==> src/hdl/block_range_add_range_sum_defines.svh <==
// Assertion macros for the block range add and range sum engine.
`ifndef BLOCK_RANGE_ADD_RANGE_SUM_DEFINES_SVH
`define BLOCK_RANGE_ADD_RANGE_SUM_DEFINES_SVH

// check in the same cycle
`define BRS_ASSERT_IMP(lbl, pre, con, msg) \
	lbl: assert property (@(posedge clk) disable iff (!arst_n) (pre) |-> (con)) \
		else $error(msg);

// check in the next cycle
`define BRS_ASSERT_NXT(lbl, pre, con, msg) \
	lbl: assert property (@(posedge clk) disable iff (!arst_n) (pre) |=> (con)) \
		else $error(msg);

`endif

==> src/hdl/brs_pkg.sv <==
`timescale 1ns / 1ps
// Shared constants, opcodes and sequencer states of the block range sum engine.
package brs_pkg;
	localparam int DEF_MAX_ELEMENTS = 4096;
	localparam int DEF_BLOCK_SIZE   = 64;
	localparam int DATA_W           = 64;
	localparam int OP_W             = 2;

	localparam logic [OP_W-1:0] OP_LOAD  = 2'd0;
	localparam logic [OP_W-1:0] OP_ADD   = 2'd1;
	localparam logic [OP_W-1:0] OP_QUERY = 2'd2;
	localparam logic [OP_W-1:0] OP_BAD   = 2'd3;

	typedef enum logic [3:0] {
		ST_CLEAR,
		ST_IDLE,
		ST_DIV,
		ST_LRD,
		ST_LOP,
		ST_LWR,
		ST_SEG_RD,
		ST_SEG_LD,
		ST_ERD,
		ST_EOP,
		ST_SEG_WR,
		ST_MRD,
		ST_MOP,
		ST_MACC,
		ST_DONE
	} state_t;
endpackage

==> src/hdl/brs_div.sv <==
`timescale 1ns / 1ps
// Registered divider of two element addresses by the block size, by reciprocal multiplication.
module brs_div import brs_pkg::*; #(
	parameter int MAX_ELEMENTS = DEF_MAX_ELEMENTS,
	parameter int BLOCK_SIZE   = DEF_BLOCK_SIZE,
	localparam int AW          = $clog2(MAX_ELEMENTS),
	localparam int CW          = $clog2(BLOCK_SIZE)
) (
	input  logic          clk,
	input  logic          arst_n,
	input  logic          go,
	input  logic [AW-1:0] num_a,
	input  logic [AW-1:0] num_b,
	output logic          done,
	output logic [AW-1:0] quo_a,
	output logic [CW-1:0] rem_a,
	output logic [AW-1:0] quo_b,
	output logic [CW-1:0] rem_b
);
	localparam int SH = AW + CW;
	localparam int MW = AW + 2;
	localparam int PW = AW + MW;
	localparam int QW = AW + CW + 1;
	localparam longint RECIP = ((longint'(1) << SH) + longint'(BLOCK_SIZE) - longint'(1))
		/ longint'(BLOCK_SIZE);
	localparam logic [MW-1:0] MUL_C = MW'(RECIP);
	localparam logic [QW-1:0] BS_C  = QW'(BLOCK_SIZE);

	logic          go_s1;
	logic          done_q;
	logic [AW-1:0] na_s1, nb_s1, qa_s1, qb_s1;
	logic [CW-1:0] ra_q, rb_q;
	logic [PW-1:0] pa, pb;
	logic [QW-1:0] qda, qdb;

	always_comb begin
		pa  = PW'(num_a) * PW'(MUL_C);
		pb  = PW'(num_b) * PW'(MUL_C);
		qda = QW'(qa_s1) * BS_C;
		qdb = QW'(qb_s1) * BS_C;
	end

	always_ff @(posedge clk or negedge arst_n) begin
		if (!arst_n) begin
			go_s1  <= 1'b0;
			done_q <= 1'b0;
		end else begin
			go_s1  <= go;
			done_q <= go_s1;
		end
	end

	always_ff @(posedge clk) begin
		if (go) begin
			na_s1 <= num_a;
			nb_s1 <= num_b;
			qa_s1 <= AW'(pa >> SH);
			qb_s1 <= AW'(pb >> SH);
		end
		if (go_s1) begin
			ra_q <= CW'(QW'(na_s1) - qda);
			rb_q <= CW'(QW'(nb_s1) - qdb);
		end
	end

	assign done  = done_q;
	assign quo_a = qa_s1;
	assign rem_a = ra_q;
	assign quo_b = qb_s1;
	assign rem_b = rb_q;
endmodule

==> config.mk <==
export PLATFORM = sky130hd
export DESIGN_NAME = brs_div
export DESIGN_NICKNAME = d
export VERILOG_FILES = /design/src/hdl/block_range_add_range_sum_defines.svh /design/src/hdl/brs_pkg.sv /design/src/hdl/brs_div.sv
export SDC_FILE = /design/constraint.sdc
export NUM_CORES = 1
export LEC_CHECK = 0
export BUFFER_PORTS_ARGS = -buffer_cell sky130_fd_sc_hd__buf_4
export CAP_MARGIN = 20
export CORE_ASPECT_RATIO = 0.75
export CORE_UTILIZATION = 40
export CTS_BUF_LIST = sky130_fd_sc_hd__clkbuf_2
export CTS_CLUSTER_DIAMETER = 30
export DETAILED_ROUTE_END_ITERATION = 16
export PLACE_DENSITY = 0.72
export SLEW_MARGIN = 10
export SYNTH_ARGS = -nofsm -noshare
export SYNTH_HDL_FRONTEND = slang
export SYNTH_SLANG_ARGS = --single-unit
==> constraint.sdc <==
create_clock -name clk -period 1.8 [get_ports clk]
set_clock_uncertainty 0.05 [all_clocks]
set_input_delay 0 -clock clk [delete_from_list [all_inputs] [get_ports clk]]
set_output_delay 0 -clock clk [all_outputs]
set_load 0.05 [all_outputs]
==> out/metrics.csv, run 1 <==
stage,metric,value,unit
status,outcome,"complete, no violations",
clock_network,cts_buffer_depth,2,
synth,syn-mean-instance-area,24.0,µm²
cells_and_area,diodes,0,
place,dp.cells,137,
clock_network,cts_sinks,38,
floorplan,initial_utilization,44.3,%
synth,synthCells,51,
critical_path,cp-end-kind,flop,
cells_and_area,multi_input_area,45.0,µm²
synth,yosysWarnings,0,
drt,final_antenna_net_count,0,
drt,met3_length,233,µm
timing,finalMaxSlewViolations,0,
drt,avgRoutedWirePerCell,12.6,µm
clock_network,htree_num_levels,2,
clock_network,cts_buffers,5,
cells_and_area,layout-drive-gt1-share,42.6,%
drt,drtIter0Drc,29,
clock_network,hold_buffers,27,
cells_and_area,layout.cells.non_filler,172,
critical_path,cp-startpoint,go_s1,
critical_path,cp.arrival,1.06,ns
critical_path,rr_worst_depth,0,
synth,seq_area_frac_synth,92.3,%
place,dp_hpwl,1380,µm
timing,hold_viol,0,
synth,post-synth-top-area-fraction,88.3,%
global_routing,grt_max_degree,26,
drt,drtPass1Iterations,4,
pwr,p_sw,0.000548,W
pwr,comb_power_share,21.9,%
pwr,p_clk_share,19.2,%
cells_and_area,filler_cell_count,183,
pwr,cellPowerDensity,953,nW/µm²
clock_network,clkLatencyLatePin,0.37,ns
pwr,p_int,0.00128,W
clock_network,post_cts_resized,0,
pwr,leakagePower,0.803,nW
floorplan,die_area,3290,µm²
critical_path,crit_fanout,13,
floorplan,core,2760,µm²
pwr,p_sw_share,30.1,%
cells_and_area,register_area,1130,µm²
timing,fin_setup_tns,0,ns
floorplan,rows,16,
floorplan,fp.dieW,65.9,µm
place,portBuffers,51,
critical_path,r2r_slack,0.72,ns
global_routing,grt_pass1_wl,3240,µm
cells_and_area,final_cell_mix,"buf_4 (51), edfxtp_1 (36), dlygate4sd3_1 (27)",
synth,synth_area_leader_cell,edfxtp_1,
synth,ys_ff_latch,38,
critical_path,required,1.78,ns
clock_network,cts-root-buf,clkbuf_2,
synth,yosys-top-cells-area,"edfxtp_1 (88%), buf_4 (7.4%), dfrtp_1 (4.1%), conb_1 (0.31%)",
timing,grt_setup_unrepaired,false,
critical_path,r2r_start,go_s1,
cells_and_area,fin_nets,162,
timing,fin_crit_sh,60.1,%
min_path,hp-start,num_a[3],
global_routing,grt_pass1_vias,710,
critical_path,path_depth,0,
floorplan,die_h,49.9,µm
synth,synth.distinct_cells,4,
global_routing,track_usage,15.2,%
global_routing,grt-ovfl-total,0,
drt,highest_layer,met4,
floorplan,io_pins,64,
critical_path,reg2reg_to,rem_b[5],
pwr,vdd.ir_drop.worst,567,µV
timing,min_period,1.08,ns
global_routing,antenna_found_initial,0,
clock_network,clkSlewWorstSetupHoldPaths,0.18,ns
drt,vias,704,
cells_and_area,final_common_cell,buf_4,
cells_and_area,area.growth.synth_to_final,56.2,%
synth,syn_area,1220,µm²
drt,wl_met2,1050,µm
run,maxCapViolations,0,
timing,fmax,924,MHz
critical_path,crit_end,rem_b[5],
pwr,p_seq_share,58.9,%
critical_path,path_class,reg -> reg,
clock_network,cts_tree,built,
timing,setup_viol,0,
place,place_congestion,0.680,
drt,wirelength_met1,831,µm
clock_network,postCtsSetupRepairBufs,0,
min_path,hold_path_class,in -> reg,
drt,viasPerCell,4.09,
critical_path,start_kind,flop,
drt,drcViolationCount,0,
drt,wirelength,2170,µm
-- worst min-delay path by stage --
stage	to	slack, ns	cells after the start
after floorplan	done	-0.35	0
after global placement	done	-0.27	1
after detailed placement	go_s1	-0.26	1
after CTS	nb_s1[1]	0.27	2
after global routing	quo_b[4]	0.25	2
final	na_s1[3]	0.29	2
-- area by class of cell --
cell class              count  share of cell area [%]
repair buffers             78                    34.1
clock inverters             2                   0.458
multi-input cells          12                    2.35
well taps                  36                    2.35
flip-flops and latches     38                    59.1
clock buffers               6                    1.57
-- state kept, by name, indices dropped and copies added (netlist names) --
register and count:
done 1, na_s1 6, rem_b 6, quo_b 6
quo_a 6, nb_s1 6, go_s1 1, rem_a 6
-- per-layer routing --
| layer | vias to the layer above | GRT usage (%) |
|---|---|---|
| li1 | 334 | - |
| met1 | 319 | 15.3 |
| met2 | 44 | 22.3 |
| met3 | 7 | 10.2 |
| met4 | 0 | 10.9 |
| met5 | - | 0 |
-- kinds of logic (layout without fill, tap and decap cells) --
| group | after synthesis | in the layout | synth area share (%) |
|---|---|---|---|
| flops | 38 | 38 | 92.3 |
| buf+inv | 12 | 86 | 7.35 |
| other cells | 1 | 12 | 0.306 |
-- cell usage after synthesis --
cell type	count
edfxtp_1	36
buf_4	12
dfrtp_1	2
conb_1	1
-- power groups by stage --
stage	Sequential [W]	Clock, W	Combinational, W
global route	0.00108	0.000398	0.000415
floorplan	0.00126	0	0.0000746
CTS	0.00107	0.000360	0.000399
detailed placement	0.00109	0	0.000353
finish	0.00107	0.000350	0.000400
global placement	0.00109	0	0.000350
-- per-stage QoR --
| stage | worst slack (ns) | util [%] | hold slack [ns] | cell area (µm²) | power, W |
|---|---|---|---|---|---|
| after floorplan | 0.856 | - | -0.346 | 1270 | 0.00133 |
| after global placement | 0.785 | 58.1 | -0.265 | 1600 | 0.00144 |
| after detailed placement | 0.740 | 58.1 | -0.264 | 1600 | 0.00145 |
| after CTS | 0.715 | 69.2 | 0.273 | 1910 | 0.00183 |
| after global routing | 0.675 | 69.2 | 0.246 | 1910 | 0.00189 |
| final | 0.717 | 69.2 | 0.285 | 1910 | 0.00182 |
Note: power is estimated with default switching activity, not from simulation.
==> run 2, diff against run 1 <==
Clock period 1.8 ns to 1 ns, I/O delays scaled along.
==> out/metrics.csv, run 2 (synthesis gave the netlist of run 1 again) <==
stage,metric,value,unit,change
status,outcome,"finished, violations left",,
status,violations,setup timing,,
clock_network,clkSlewWorstSetupHoldPaths,0.18,ns,about the same
floorplan,initial_utilization,44.3,%,unchanged
critical_path,cp_slowest_cell,edfxtp_1,,
clock_network,postCtsSetupRepairBufs,0,,unchanged
clock_network,clkLatencyLatePin,0.35,ns,-0.02 ns
cells_and_area,layout-drive-gt1-share,43.1,%,+0.42 points
clock_network,cts_sinks,38,,unchanged
pwr,leakagePower,0.863,nW,+7.6%
timing,hold_ws,0.302,ns,+0.0166 ns
cells_and_area,final_cell_mix,"edfxtp_1 (36), dlygate4sd3_1 (27), buf_4 (26)",,
run,maxCapViolations,0,,unchanged
global_routing,grt_max_degree,26,,unchanged
floorplan,core,2760,µm²,unchanged
floorplan,fp.dieW,65.9,µm,unchanged
critical_path,required,0.95,ns,-0.83 ns
timing,hold_viol,0,,unchanged
critical_path,cp.arrival,0.96,ns,-0.10 ns
min_path,hold_path_class,in -> reg,,
critical_path,path_cells,buf_6,,
global_routing,grt_use_met2,22.4,%,+0.17 points
floorplan,io_pins,64,,unchanged
critical_path,start_kind,flop,,
clock_network,cts_buffer_depth,2,,unchanged
cells_and_area,area.growth.synth_to_final,69.6,%,
global_routing,met3_usage,8.56,%,-1.6 points
critical_path,r2r_slack,0.15,ns,-0.57 ns
cells_and_area,diodes,0,,unchanged
floorplan,die_h,49.9,µm,unchanged
pwr,cellPowerDensity,1860,nW/µm²,+95%
timing,grt_setup_unrepaired,true,,
place,portBuffers,51,,unchanged
global_routing,busiest_layer,met2,,
floorplan,rows,16,,unchanged
critical_path,cp_num_buf_inv,1,,
cells_and_area,final_util,75.2,%,+5.9 points
critical_path,crit_fanout,1,,-12
floorplan,die_area,3290,µm²,unchanged
drt,wirelength,2100,µm,-3.0%
global_routing,grt-ovfl-total,0,,unchanged
global_routing,grtUsageMet1,14.3,%,-1.0 points
timing,finalMaxSlewViolations,0,,unchanged
timing,setup_viol,3,,+3
cells_and_area,filler_cell_count,167,,-8.7%
critical_path,cp_top_family,flip-flops,,
drt,vias,706,,+0.28%
timing,min_period,1.01,ns,
cells_and_area,final_common_cell,edfxtp_1,,
drt,drtIter0Drc,36,,+24%
timing,postLayoutSetupSlackWorst,-0.0106,ns,-0.728 ns
drt,final_antenna_net_count,0,,unchanged
critical_path,path_class,reg -> out,,
critical_path,cp-end-kind,primary output,,
place,dp_hpwl,1290,µm,-5.9%
clock_network,cts_tree,built,,
drt,drtPass1Iterations,4,,unchanged
place,place_congestion,0.681,,about the same
cells_and_area,fin_nets,163,,+0.62%
drt,drcViolationCount,0,,unchanged
global_routing,grt_pass1_wl,3230,µm,-0.22%
timing,fin_crit_sh,101,%,
drt,avgRoutedWirePerCell,12.2,µm,-3.6%
global_routing,antenna_found_initial,0,,unchanged
timing,fmax,989,MHz,
clock_network,cts-root-buf,clkbuf_2,,
global_routing,track_usage,14.3,%,-0.89 points
critical_path,slowest_delay,0.44,ns,
pwr,vdd.ir_drop.worst,1410,µV,+150%
global_routing,grt_pass1_vias,741,,+4.4%
clock_network,htree_num_levels,2,,unchanged
drt,viasPerCell,4.08,,-0.30%
clock_network,cts_buffers,5,,unchanged
-- run 2: changes by cell type in the layout (fill, tap and decap cells not counted), sizes merged --
cell,before,now
buf,51,52
clkinv,2,1
bufinv,0,2
clkbuf,6,5
-- run 2: what timing repair did --
item                       in CTS  in global routing
hold buffers                   27                  0
setup endpoints to repair      25                 25
hold endpoints to repair       51                  0
gates resized for setup        25                  0
-- run 2: power breakdown --
group	internal [W]	switching, W	total [W]
Sequential	0.00189	0.0000533	0.00194
Clock	0.000667	0.000457	0.00112
Combinational	0.000296	0.000494	0.000791
-- run 2: worst paths after layout --
check                      cells past startpoint  endpoint  startpoint
max reg2reg                                    1  rem_b[5]       go_s1
min reg2reg                                    0  rem_a[0]    na_s1[0]
min in group asynchronous                      3      done      arst_n
min                                            2  na_s1[4]    num_a[4]
max in group asynchronous                      3     go_s1      arst_n
max                                            1  rem_a[0]    rem_a[0]
-- run 2: layout make-up --
cell class              instances  area (µm²)  area share [%]
flip-flops and latches         38        1130            54.5
repair buffers                 79         767            36.9
clock inverters                 3        63.8            3.07
multi-input cells              12        45.0            2.17
well taps                      36        45.0            2.17
clock buffers                   5        25.0            1.20
-- run 2: per-layer routing --
layer / vias to the layer above / wire (µm)
li1: 334 / -
met1: 318 / 779
met2: 45 / 1000
met3: 9 / 250
met4: 0 / 72
met5: - / 0
-- run 2: stage by stage --
stage	total power, W	TNS, ns	worst slack [ns]	instance area, µm²	instances
after floorplan	0.00240	0	0.0559	1270	62
after global placement	0.00260	0	0.164	1620	138
after detailed placement	0.00261	0	0.159	1620	138
after CTS	0.00388	-0.901	-0.0584	2080	173
after global routing	0.00398	-1.42	-0.0763	2080	173
final	0.00386	-0.0243	-0.0106	2080	173
